$ cat src/rtl/rsp_pkg.sv
// Shared types, constants and symbol tables for the random symbol picker.
`timescale 1ns / 1ps

package rsp_pkg;

    localparam int WORD_W   = 32;
    localparam int SYM_W    = 7;
    localparam int LEN_W    = 10;
    localparam int ALPHA_W  = 7;
    localparam int STATUS_W = 2;
    localparam int CFG_IDX_W  = 3;
    localparam int CFG_DATA_W = 10;
    localparam int BIT_CNT_W  = 5;

    localparam logic [WORD_W-1:0] WORD_MAX = 32'hFFFF_FFFF;

    localparam logic [ALPHA_W-1:0] LOWER_N   = 7'd26;
    localparam logic [ALPHA_W-1:0] UPPER_N   = 7'd26;
    localparam logic [ALPHA_W-1:0] DIGIT_N   = 7'd10;
    localparam logic [ALPHA_W-1:0] SPECIAL_N = 7'd24;

    // Register indexes on the configuration port
    localparam logic [CFG_IDX_W-1:0] REG_LOWER   = 3'd0;
    localparam logic [CFG_IDX_W-1:0] REG_UPPER   = 3'd1;
    localparam logic [CFG_IDX_W-1:0] REG_DIGIT   = 3'd2;
    localparam logic [CFG_IDX_W-1:0] REG_SPECIAL = 3'd3;
    localparam logic [CFG_IDX_W-1:0] REG_LENGTH  = 3'd4;

    // Result status codes
    localparam logic [STATUS_W-1:0] STATUS_OK       = 2'd0;
    localparam logic [STATUS_W-1:0] STATUS_NO_CLASS = 2'd1;
    localparam logic [STATUS_W-1:0] STATUS_LEN_ZERO = 2'd2;

    typedef enum logic [2:0] {
        ST_IDLE,
        ST_CHECK,
        ST_DIVIDE,
        ST_EMIT,
        ST_HOLD
    } state_t;

    typedef struct packed {
        logic load;      // capture the incoming word
        logic step;      // one remainder step
        logic emit_ok;   // load a symbol result
        logic emit_err;  // load an error result
    } dp_cmd_t;

    typedef struct packed {
        logic len_zero;
        logic no_class;
        logic reject;
        logic div_last;
    } dp_status_t;

    // Enable bits ordered {special, digit, upper, lower}
    function automatic logic [ALPHA_W-1:0] alpha_size(input logic [3:0] en);
        logic [ALPHA_W-1:0] n;
        n = '0;
        if (en[0]) n = n + LOWER_N;
        if (en[1]) n = n + UPPER_N;
        if (en[2]) n = n + DIGIT_N;
        if (en[3]) n = n + SPECIAL_N;
        return n;
    endfunction

    // WORD_MAX mod n for every non-empty class mix, folded at elaboration
    function automatic logic [ALPHA_W-1:0] max_mod(input logic [3:0] en);
        logic [ALPHA_W-1:0] r;
        case (en)
            4'b0001: r = 7'(WORD_MAX % 26);
            4'b0010: r = 7'(WORD_MAX % 26);
            4'b0011: r = 7'(WORD_MAX % 52);
            4'b0100: r = 7'(WORD_MAX % 10);
            4'b0101: r = 7'(WORD_MAX % 36);
            4'b0110: r = 7'(WORD_MAX % 36);
            4'b0111: r = 7'(WORD_MAX % 62);
            4'b1000: r = 7'(WORD_MAX % 24);
            4'b1001: r = 7'(WORD_MAX % 50);
            4'b1010: r = 7'(WORD_MAX % 50);
            4'b1011: r = 7'(WORD_MAX % 76);
            4'b1100: r = 7'(WORD_MAX % 34);
            4'b1101: r = 7'(WORD_MAX % 60);
            4'b1110: r = 7'(WORD_MAX % 60);
            4'b1111: r = 7'(WORD_MAX % 86);
            default: r = '0;
        endcase
        return r;
    endfunction

    function automatic logic [SYM_W-1:0] lower_sym(input logic [4:0] i);
        logic [SYM_W-1:0] s;
        case (i)
            5'd0:  s = 7'h61; 5'd1:  s = 7'h7A; 5'd2:  s = 7'h65; 5'd3:  s = 7'h72;
            5'd4:  s = 7'h74; 5'd5:  s = 7'h79; 5'd6:  s = 7'h75; 5'd7:  s = 7'h69;
            5'd8:  s = 7'h6F; 5'd9:  s = 7'h70; 5'd10: s = 7'h71; 5'd11: s = 7'h73;
            5'd12: s = 7'h64; 5'd13: s = 7'h66; 5'd14: s = 7'h67; 5'd15: s = 7'h68;
            5'd16: s = 7'h6A; 5'd17: s = 7'h6B; 5'd18: s = 7'h6C; 5'd19: s = 7'h6D;
            5'd20: s = 7'h77; 5'd21: s = 7'h78; 5'd22: s = 7'h63; 5'd23: s = 7'h76;
            5'd24: s = 7'h62; 5'd25: s = 7'h6E;
            default: s = '0;
        endcase
        return s;
    endfunction

    // Upper-case table follows the lower-case order with bit 5 cleared
    function automatic logic [SYM_W-1:0] upper_sym(input logic [4:0] i);
        return lower_sym(i) & 7'h5F;
    endfunction

    function automatic logic [SYM_W-1:0] digit_sym(input logic [3:0] i);
        logic [SYM_W-1:0] s;
        case (i)
            4'd0: s = 7'h31; 4'd1: s = 7'h32; 4'd2: s = 7'h33; 4'd3: s = 7'h34;
            4'd4: s = 7'h35; 4'd5: s = 7'h36; 4'd6: s = 7'h37; 4'd7: s = 7'h38;
            4'd8: s = 7'h39; 4'd9: s = 7'h30;
            default: s = '0;
        endcase
        return s;
    endfunction

    function automatic logic [SYM_W-1:0] special_sym(input logic [4:0] i);
        logic [SYM_W-1:0] s;
        case (i)
            5'd0:  s = 7'h5B; 5'd1:  s = 7'h5D; 5'd2:  s = 7'h28; 5'd3:  s = 7'h29;
            5'd4:  s = 7'h7B; 5'd5:  s = 7'h7D; 5'd6:  s = 7'h2E; 5'd7:  s = 7'h3F;
            5'd8:  s = 7'h21; 5'd9:  s = 7'h2C; 5'd10: s = 7'h3A; 5'd11: s = 7'h3B;
            5'd12: s = 7'h2F; 5'd13: s = 7'h5C; 5'd14: s = 7'h7C; 5'd15: s = 7'h2D;
            5'd16: s = 7'h7E; 5'd17: s = 7'h23; 5'd18: s = 7'h26; 5'd19: s = 7'h3D;
            5'd20: s = 7'h5E; 5'd21: s = 7'h24; 5'd22: s = 7'h25; 5'd23: s = 7'h2A;
            default: s = '0;
        endcase
        return s;
    endfunction

endpackage

$ cat src/rtl/rsp_datapath.sv
// Datapath: configuration registers, bit-serial remainder, symbol lookup, result register.
`timescale 1ns / 1ps

module rsp_datapath (
    input  logic                                aclk,
    input  logic                                aresetn,
    input  rsp_pkg::dp_cmd_t                    cmd,
    output rsp_pkg::dp_status_t                 status,
    input  logic [rsp_pkg::WORD_W-1:0]          word_in,
    input  logic                                cfg_write,
    input  logic [rsp_pkg::CFG_IDX_W-1:0]       cfg_index,
    input  logic [rsp_pkg::CFG_DATA_W-1:0]      cfg_data,
    output logic [rsp_pkg::SYM_W-1:0]           symbol,
    output logic                                last,
    output logic [rsp_pkg::STATUS_W-1:0]        result_status
);
    import rsp_pkg::*;

    logic [3:0]          enable_reg;
    logic [LEN_W-1:0]    length_reg;
    logic [LEN_W-1:0]    count_reg, count_next;
    logic [WORD_W-1:0]   word_reg;
    logic [WORD_W-1:0]   shift_reg, shift_next;
    logic [ALPHA_W-1:0]  rem_reg, rem_next;
    logic [BIT_CNT_W-1:0] bit_reg, bit_next;
    logic [SYM_W-1:0]    symbol_reg, symbol_next;
    logic                last_reg, last_next;
    logic [STATUS_W-1:0] status_reg, status_next;

    logic [ALPHA_W-1:0]  alpha_n;
    logic [WORD_W-1:0]   limit;
    logic [ALPHA_W:0]    trial;
    logic [ALPHA_W:0]    trial_diff;
    logic [SYM_W-1:0]    pick;
    logic [ALPHA_W-1:0]  offset;
    logic                found;
    logic [LEN_W-1:0]    count_inc;
    logic                count_last;

    assign alpha_n = alpha_size(enable_reg);
    assign limit   = WORD_MAX - {{(WORD_W-ALPHA_W){1'b0}}, max_mod(enable_reg)};

    assign status.len_zero = (length_reg == '0);
    assign status.no_class = (enable_reg == '0);
    assign status.reject   = (word_reg >= limit);
    assign status.div_last = (bit_reg == '1);

    always_ff @(posedge aclk) begin
        if (!aresetn) begin
            enable_reg <= 4'b0111;
            length_reg <= LEN_W'(16);
        end else if (cfg_write) begin
            case (cfg_index)
                REG_LOWER:   enable_reg[0] <= cfg_data[0];
                REG_UPPER:   enable_reg[1] <= cfg_data[0];
                REG_DIGIT:   enable_reg[2] <= cfg_data[0];
                REG_SPECIAL: enable_reg[3] <= cfg_data[0];
                REG_LENGTH:  length_reg    <= cfg_data[LEN_W-1:0];
                default:     ;
            endcase
        end
    end

    // Restoring remainder, one dividend bit per step, MSB first
    assign trial      = {rem_reg, shift_reg[WORD_W-1]};
    assign trial_diff = trial - {1'b0, alpha_n};

    always_comb begin
        shift_next = shift_reg;
        rem_next   = rem_reg;
        bit_next   = bit_reg;
        if (cmd.load) begin
            shift_next = word_in;
            rem_next   = '0;
            bit_next   = '0;
        end else if (cmd.step) begin
            shift_next = {shift_reg[WORD_W-2:0], 1'b0};
            rem_next   = (trial >= {1'b0, alpha_n}) ? trial_diff[ALPHA_W-1:0]
                                                     : trial[ALPHA_W-1:0];
            bit_next   = bit_reg + 1'b1;
        end
    end

    // Walk the enabled classes in order to map the remainder to a symbol
    always_comb begin
        offset = rem_reg;
        found  = 1'b0;
        pick   = '0;
        if (enable_reg[0]) begin
            if (offset < LOWER_N) begin
                pick  = lower_sym(offset[4:0]);
                found = 1'b1;
            end else begin
                offset = offset - LOWER_N;
            end
        end
        if (enable_reg[1] && !found) begin
            if (offset < UPPER_N) begin
                pick  = upper_sym(offset[4:0]);
                found = 1'b1;
            end else begin
                offset = offset - UPPER_N;
            end
        end
        if (enable_reg[2] && !found) begin
            if (offset < DIGIT_N) begin
                pick  = digit_sym(offset[3:0]);
                found = 1'b1;
            end else begin
                offset = offset - DIGIT_N;
            end
        end
        if (enable_reg[3] && !found) begin
            pick = special_sym(offset[4:0]);
        end
    end

    assign count_inc  = count_reg + 1'b1;
    assign count_last = (count_inc >= length_reg) || (count_inc == '0);

    always_comb begin
        count_next  = count_reg;
        symbol_next = symbol_reg;
        last_next   = last_reg;
        status_next = status_reg;
        if (cmd.emit_err) begin
            count_next  = '0;
            symbol_next = '0;
            last_next   = 1'b1;
            status_next = status.len_zero ? STATUS_LEN_ZERO : STATUS_NO_CLASS;
        end else if (cmd.emit_ok) begin
            count_next  = count_last ? '0 : count_inc;
            symbol_next = pick;
            last_next   = count_last;
            status_next = STATUS_OK;
        end
    end

    always_ff @(posedge aclk) begin
        if (!aresetn) begin
            count_reg <= '0;
        end else begin
            count_reg <= count_next;
        end
    end

    always_ff @(posedge aclk) begin
        if (cmd.load) begin
            word_reg <= word_in;
        end
        shift_reg  <= shift_next;
        rem_reg    <= rem_next;
        bit_reg    <= bit_next;
        symbol_reg <= symbol_next;
        last_reg   <= last_next;
        status_reg <= status_next;
    end

    assign symbol        = symbol_reg;
    assign last          = last_reg;
    assign result_status = status_reg;

endmodule

$ cat src/rtl/rsp_controller.sv
// Controller: sequences accept, check, remainder steps, result load and output hold.
`timescale 1ns / 1ps

module rsp_controller (
    input  logic                  aclk,
    input  logic                  aresetn,
    input  logic                  s_tvalid,
    output logic                  s_tready,
    output logic                  m_tvalid,
    input  logic                  m_tready,
    output rsp_pkg::dp_cmd_t      cmd,
    input  rsp_pkg::dp_status_t   status
);
    import rsp_pkg::*;

    state_t state_reg, state_next;

    always_ff @(posedge aclk) begin
        if (!aresetn) begin
            state_reg <= ST_IDLE;
        end else begin
            state_reg <= state_next;
        end
    end

    always_comb begin
        state_next = state_reg;
        case (state_reg)
            ST_IDLE: begin
                if (s_tvalid) state_next = ST_CHECK;
            end
            ST_CHECK: begin
                if (status.len_zero || status.no_class) begin
                    state_next = ST_HOLD;
                end else if (status.reject) begin
                    // drop the word, no result
                    state_next = ST_IDLE;
                end else begin
                    state_next = ST_DIVIDE;
                end
            end
            ST_DIVIDE: begin
                if (status.div_last) state_next = ST_EMIT;
            end
            ST_EMIT: state_next = ST_HOLD;
            ST_HOLD: begin
                if (m_tready) state_next = ST_IDLE;
            end
            default: state_next = ST_IDLE;
        endcase
    end

    always_comb begin
        s_tready     = 1'b0;
        m_tvalid     = 1'b0;
        cmd          = '0;
        case (state_reg)
            ST_IDLE: begin
                s_tready = 1'b1;
                cmd.load = s_tvalid;
            end
            ST_CHECK: begin
                cmd.emit_err = status.len_zero || status.no_class;
            end
            ST_DIVIDE: cmd.step    = 1'b1;
            ST_EMIT:   cmd.emit_ok = 1'b1;
            ST_HOLD:   m_tvalid    = 1'b1;
            default:   ;
        endcase
    end

endmodule

$ cat src/rtl/random_symbol_picker.sv
// Top level of the random symbol picker: stream ports and configuration port.
`timescale 1ns / 1ps

// Turns 32-bit random words into password characters without modulo bias.
// Each accepted word is checked against the rejection limit for the current
// alphabet; a rejected word produces nothing and the picker returns to idle
// for the next word. A usable word runs through a bit-serial remainder unit,
// one dividend bit per cycle; a word passes accept, limit check, one remainder
// step per dividend bit, symbol load and result hold, and the next word is
// taken only after the result transaction. With password_length zero or no
// class enabled every word yields an error result, loaded in the check state
// and held until taken. Configuration writes are always taken and must
// only be issued while no word is in flight.
module random_symbol_picker (
    input  logic                                aclk,
    input  logic                                aresetn,
    input  logic                                s_tvalid,
    output logic                                s_tready,
    input  logic [rsp_pkg::WORD_W-1:0]          s_tdata,   // [31:0] random_word
    output logic                                m_tvalid,
    input  logic                                m_tready,
    output logic [7:0]                          m_tdata,   // [6:0] symbol, [7] zero
    output logic                                m_tlast,
    output logic [rsp_pkg::STATUS_W-1:0]        m_tuser,   // [1:0] status
    input  logic                                cfg_valid,
    output logic                                cfg_ready,
    input  logic [rsp_pkg::CFG_IDX_W-1:0]       cfg_index,
    input  logic [rsp_pkg::CFG_DATA_W-1:0]      cfg_data
);
    import rsp_pkg::*;

    dp_cmd_t          cmd;
    dp_status_t       status;
    logic [SYM_W-1:0] symbol;

    assign cfg_ready = 1'b1;
    assign m_tdata   = {1'b0, symbol};

    rsp_controller u_ctrl (
        .aclk     (aclk),
        .aresetn  (aresetn),
        .s_tvalid (s_tvalid),
        .s_tready (s_tready),
        .m_tvalid (m_tvalid),
        .m_tready (m_tready),
        .cmd      (cmd),
        .status   (status)
    );

    rsp_datapath u_dp (
        .aclk          (aclk),
        .aresetn       (aresetn),
        .cmd           (cmd),
        .status        (status),
        .word_in       (s_tdata),
        .cfg_write     (cfg_valid),
        .cfg_index     (cfg_index),
        .cfg_data      (cfg_data),
        .symbol        (symbol),
        .last          (m_tlast),
        .result_status (m_tuser)
    );

endmodule

$ cat config.mk
export PLATFORM = sky130hd
export DESIGN_NAME = random_symbol_picker
export DESIGN_NICKNAME = d
export VERILOG_FILES = /design/src/rtl/rsp_pkg.sv /design/src/rtl/rsp_datapath.sv /design/src/rtl/rsp_controller.sv /design/src/rtl/random_symbol_picker.sv
export SDC_FILE = /design/constraint.sdc
export NUM_CORES = 1
export LEC_CHECK = 0
export CAP_MARGIN = 20
export CORE_ASPECT_RATIO = 0.9
export CORE_MARGIN = 1.5
export CORE_UTILIZATION = 50
export DETAILED_ROUTE_END_ITERATION = 8
export DONT_BUFFER_PORTS = 1
export PLACE_DENSITY = 0.76
export SYNTH_ARGS = -nofsm -noshare
export SYNTH_HDL_FRONTEND = slang
export SYNTH_SLANG_ARGS = --single-unit
$ cat constraint.sdc
create_clock -name aclk -period 5.4 [get_ports aclk]
set_input_delay 0.81 -clock aclk [delete_from_list [all_inputs] [get_ports aclk]]
set_output_delay 0.81 -clock aclk [all_outputs]
set_load 0.02 [all_outputs]
==> impl_metrics.py <==
metrics = {
    "run_status": {
        "run_status": "complete, no violations",
    },
    "floorplan": {
        "rows": 42,
        "top_level_ports": 64,
        "fp.dieH_um": 121,
        "initial_core_util_pct": 51.8,
        "die_x_um": 134,
        "die_area_um2": 16200,
        "core-area_um2": 14900,
    },
    "logic_synthesis": {
        "netlist_area_um2": 7730,
        "yosysWarningCount": 0,
        "synth_nets": 967,
        "netlist_top_cells_count": "nand2_1, edfxtp_1, a21oi_1",
        "avgSynthCellArea_um2": 8.97,
        "synth_cell_types": 93,
        "synth_area_leaders": "edfxtp_1, dfxtp_1, ha_1, nand2_1, a21oi_1",
        "yosysSeqAreaShare_pct": 39.4,
        "yosysTopAreaCell": "edfxtp_1",
        "synth_cells": 862,
        "post-synth-top-count-cell": "nand2_1",
        "async_reset_ff_share_pct": 0,
        "yosys_most_used_dff": "edfxtp_1",
        "synth_edf_count": 66,
        "ys_ff_latch": 119,
        "synth_top_area_share_pct": 25.6,
    },
    "flow_run": {
        "drv_cap": 0,
    },
    "setup_path": {
        "criticalPathCategory": "register to register",
        "critPathLaunchType": "register",
        "timing.rr.end": "u_dp.symbol[6]$_SDFFE_PP0P_",
        "r2r_start": "u_dp.rem_reg[1]$_SDFFE_PP0P_",
        "path_buf_inv": 4,
        "cp-end-kind": "register",
        "critical_path.max_fanout": 10,
        "rrSetupSlack_ns": 0.48,
        "cp_common_cell": "ha_1",
        "crit_end": "u_dp.symbol[6]$_SDFFE_PP0P_",
        "crit_required_ns": 5.73,
        "cp.arrival_ns": 5.24,
        "critPathMaxStageDelay_ns": 0.57,
        "crit_start": "u_dp.rem_reg[1]$_SDFFE_PP0P_",
        "crit_chain": "inv_1 -> ha_1 -> nand3b_1 -> a21oi_2 -> xnor2_1 -> inv_1 -> nor2_1 -> a211oi_2 -> inv_2 -> ha_1 -> nor3_4 -> o21ai_4 -> xnor2_4 -> inv_2 -> ha_1 -> nor2_1 -> a22o_1 -> a221o_1 -> a22o_1",
        "path_delay_family": "compound AO/OA/AOI/OAI gates",
        "crit_slowest_cell": "dfxtp_1",
        "reg2reg_depth": 19,
        "path_depth": 19,
    },
    "routing": {
        "via_count": 6248,
        "drc": 0,
        "first_iter_violations": 458,
        "wl_per_cell_um": 16.4,
        "ant_nets": 0,
        "drt-pass1-iter-count": 6,
        "routed_via_density": 5.87,
        "detail_route.wirelength_um": 17500,
    },
    "timing": {
        "fmaxAchievable_mhz": 203,
        "slew_headroom_pct": 34.9,
        "finClkSkew_ns": 0.0139,
        "layout_setup_ws_ns": 0.485,
        "setup_viol": 0,
        "layout_min_cycle_time_ns": 4.92,
        "rsz0062_at_grt": "no",
        "tns_ns": 0,
        "final.period_utilization_pct": 91.0,
        "hold_viol_final": 0,
        "slew_viol_final": 0,
        "worst_pin_slew_ns": 0.969,
    },
    "clock_network": {
        "hold_buffers": 0,
        "cts_sinks": 119,
        "clk_latency_ns": 0.43,
        "cts.reportedPaths.clkPinSlew_ns": 0.07,
        "htreeDepth": 4,
        "cts-root-buf": "clkbuf_16",
        "cts_tree": "yes",
        "cts_inserted_buffers": 17,
        "cts_buffer_depth": 2,
    },
    "cells_and_area": {
        "syn_to_final_growth_pct": 9.06,
        "nFillCells": 1276,
        "drive_gt1_share_pct": 9.69,
        "finalCoreUtilization_pct": 56.5,
        "regArea_um2": 3040,
        "final_nets": 959,
        "diodes": 0,
        "multi_input_area_um2": 4310,
        "fin_area_um2": 8430,
    },
    "min_path": {
        "holdCritPathClass": "input pin to register",
        "hold_depth": 1,
    },
    "global_routing": {
        "overflow": 0,
        "grt_max_degree": 70,
        "grt_pass1_wl_um": 28800,
        "grt_usage_pct": 22.6,
        "grt_pass1_vias": 5793,
        "antenna_found_initial": 0,
    },
    "placed_design": {
        "hpwl_um": 12200,
        "port-buffer-count": 0,
        "gp_congestion": 0.920,
        "dpl_worst_slack_ns": 0.431,
        "placed_cell_area_um2": 7840,
    },
    "power_and_ir_drop": {
        "ir_drop_mv": 0.282,
        "p_total_w": 0.00254,
        "leakage_nw": 3.47,
        "p_per_area_nw_per_um2": 301,
    },
}
-- worst register-to-register path, cell delays in order (launching register included) --
cell	delay (ns)
dfxtp_1	0.57
inv_1	0.19
ha_1	0.28
nand3b_1	0.28
a21oi_2	0.32
xnor2_1	0.22
inv_1	0.23
nor2_1	0.08
a211oi_2	0.40
inv_2	0.15
ha_1	0.29
nor3_4	0.26
o21ai_4	0.12
xnor2_4	0.22
inv_2	0.12
ha_1	0.35
nor2_1	0.06
a22o_1	0.21
a221o_1	0.29
a22o_1	0.19
-- per-layer routing --
layer	track usage [%]	part of all wire, %
met1	29.9	46
met5	0	0
met2	35.7	46
met4	8.13	1.7
met3	5.97	6.4
-- cell usage in the layout (no fill, tap or decap), drive strengths merged, types with 15 or more instances in the layout --
cell type,count
o211ai,17
ha,54
nor2b,17
inv,54
nand2,175
edfxtp,66
nand3,18
dfxtp,53
nor2,43
o21ai,37
nor3,17
a21oi,56
clkbuf,18
mux2i,17
xnor2,15
-- report_power, final --
part | internal (W) | leakage (nW) | switching, W
registers | 0.00107 | 1.07 | 0.0000745
clock network | 0.000646 | 0.276 | 0.000453
logic | 0.000109 | 2.12 | 0.000188
total | 0.00183 | 3.47 | 0.000715
-- cell type report --
| cell class | instances | share of cell area (%) |
|---|---|---|
| clock buffer | 18 | 5.09 |
| clock inverter | 14 | 1.66 |
| inverter | 48 | 2.14 |
| multi-input combinational | 657 | 51.1 |
| sequential | 119 | 36.1 |
| tap | 198 | 2.94 |
| timing repair buffer | 11 | 0.979 |
-- logic make-up (layout without fill, tap and decap cells) --
family / Yosys count / count (layout) / synth area share (%)
simple gates: 343 / 343 / 21.3
compound gates: 211 / 211 / 19.3
flops: 119 / 119 / 39.4
buf+inv: 86 / 91 / 4.90
fa+ha+maj: 56 / 56 / 9.13
mux: 24 / 24 / 3.27
xor+xnor: 21 / 21 / 2.72
other cells: 2 / 2 / 0.0971
-- worst min path at each step --
stage / slack (ns) / end / from
final: 0.46 / u_dp.enable_reg[0]$_SDFFE_PN1P_ / aresetn
after detailed placement: 0.46 / u_dp.bit_reg[4]$_SDFFE_PP0P_ / u_dp.bit_reg[4]$_SDFFE_PP0P_
after global placement: 0.45 / u_dp.bit_reg[4]$_SDFFE_PP0P_ / u_dp.bit_reg[4]$_SDFFE_PP0P_
after global routing: 0.45 / u_dp.enable_reg[0]$_SDFFE_PN1P_ / aresetn
after floorplan: 0.44 / u_dp.bit_reg[4]$_SDFFE_PP0P_ / u_dp.bit_reg[4]$_SDFFE_PP0P_
after CTS: 0.44 / u_dp.enable_reg[0]$_SDFFE_PN1P_ / aresetn
-- stage by stage --
step / cells / hold slack (ns)
floorplan: 862 / 0.441
global placement: 1030 / 0.447
detailed placement: 1030 / 0.456
CTS: 1062 / 0.442
global route: 1065 / 0.451
finish: 1065 / 0.456
-- timing repair --
| item | CTS | global route |
|---|---|---|
| endpoints found under the setup margin | 0 | 1 |
| gates resized for setup | 0 | 0 |
| setup buffers | 0 | 3 |
(Power assumes the default switching activity.)
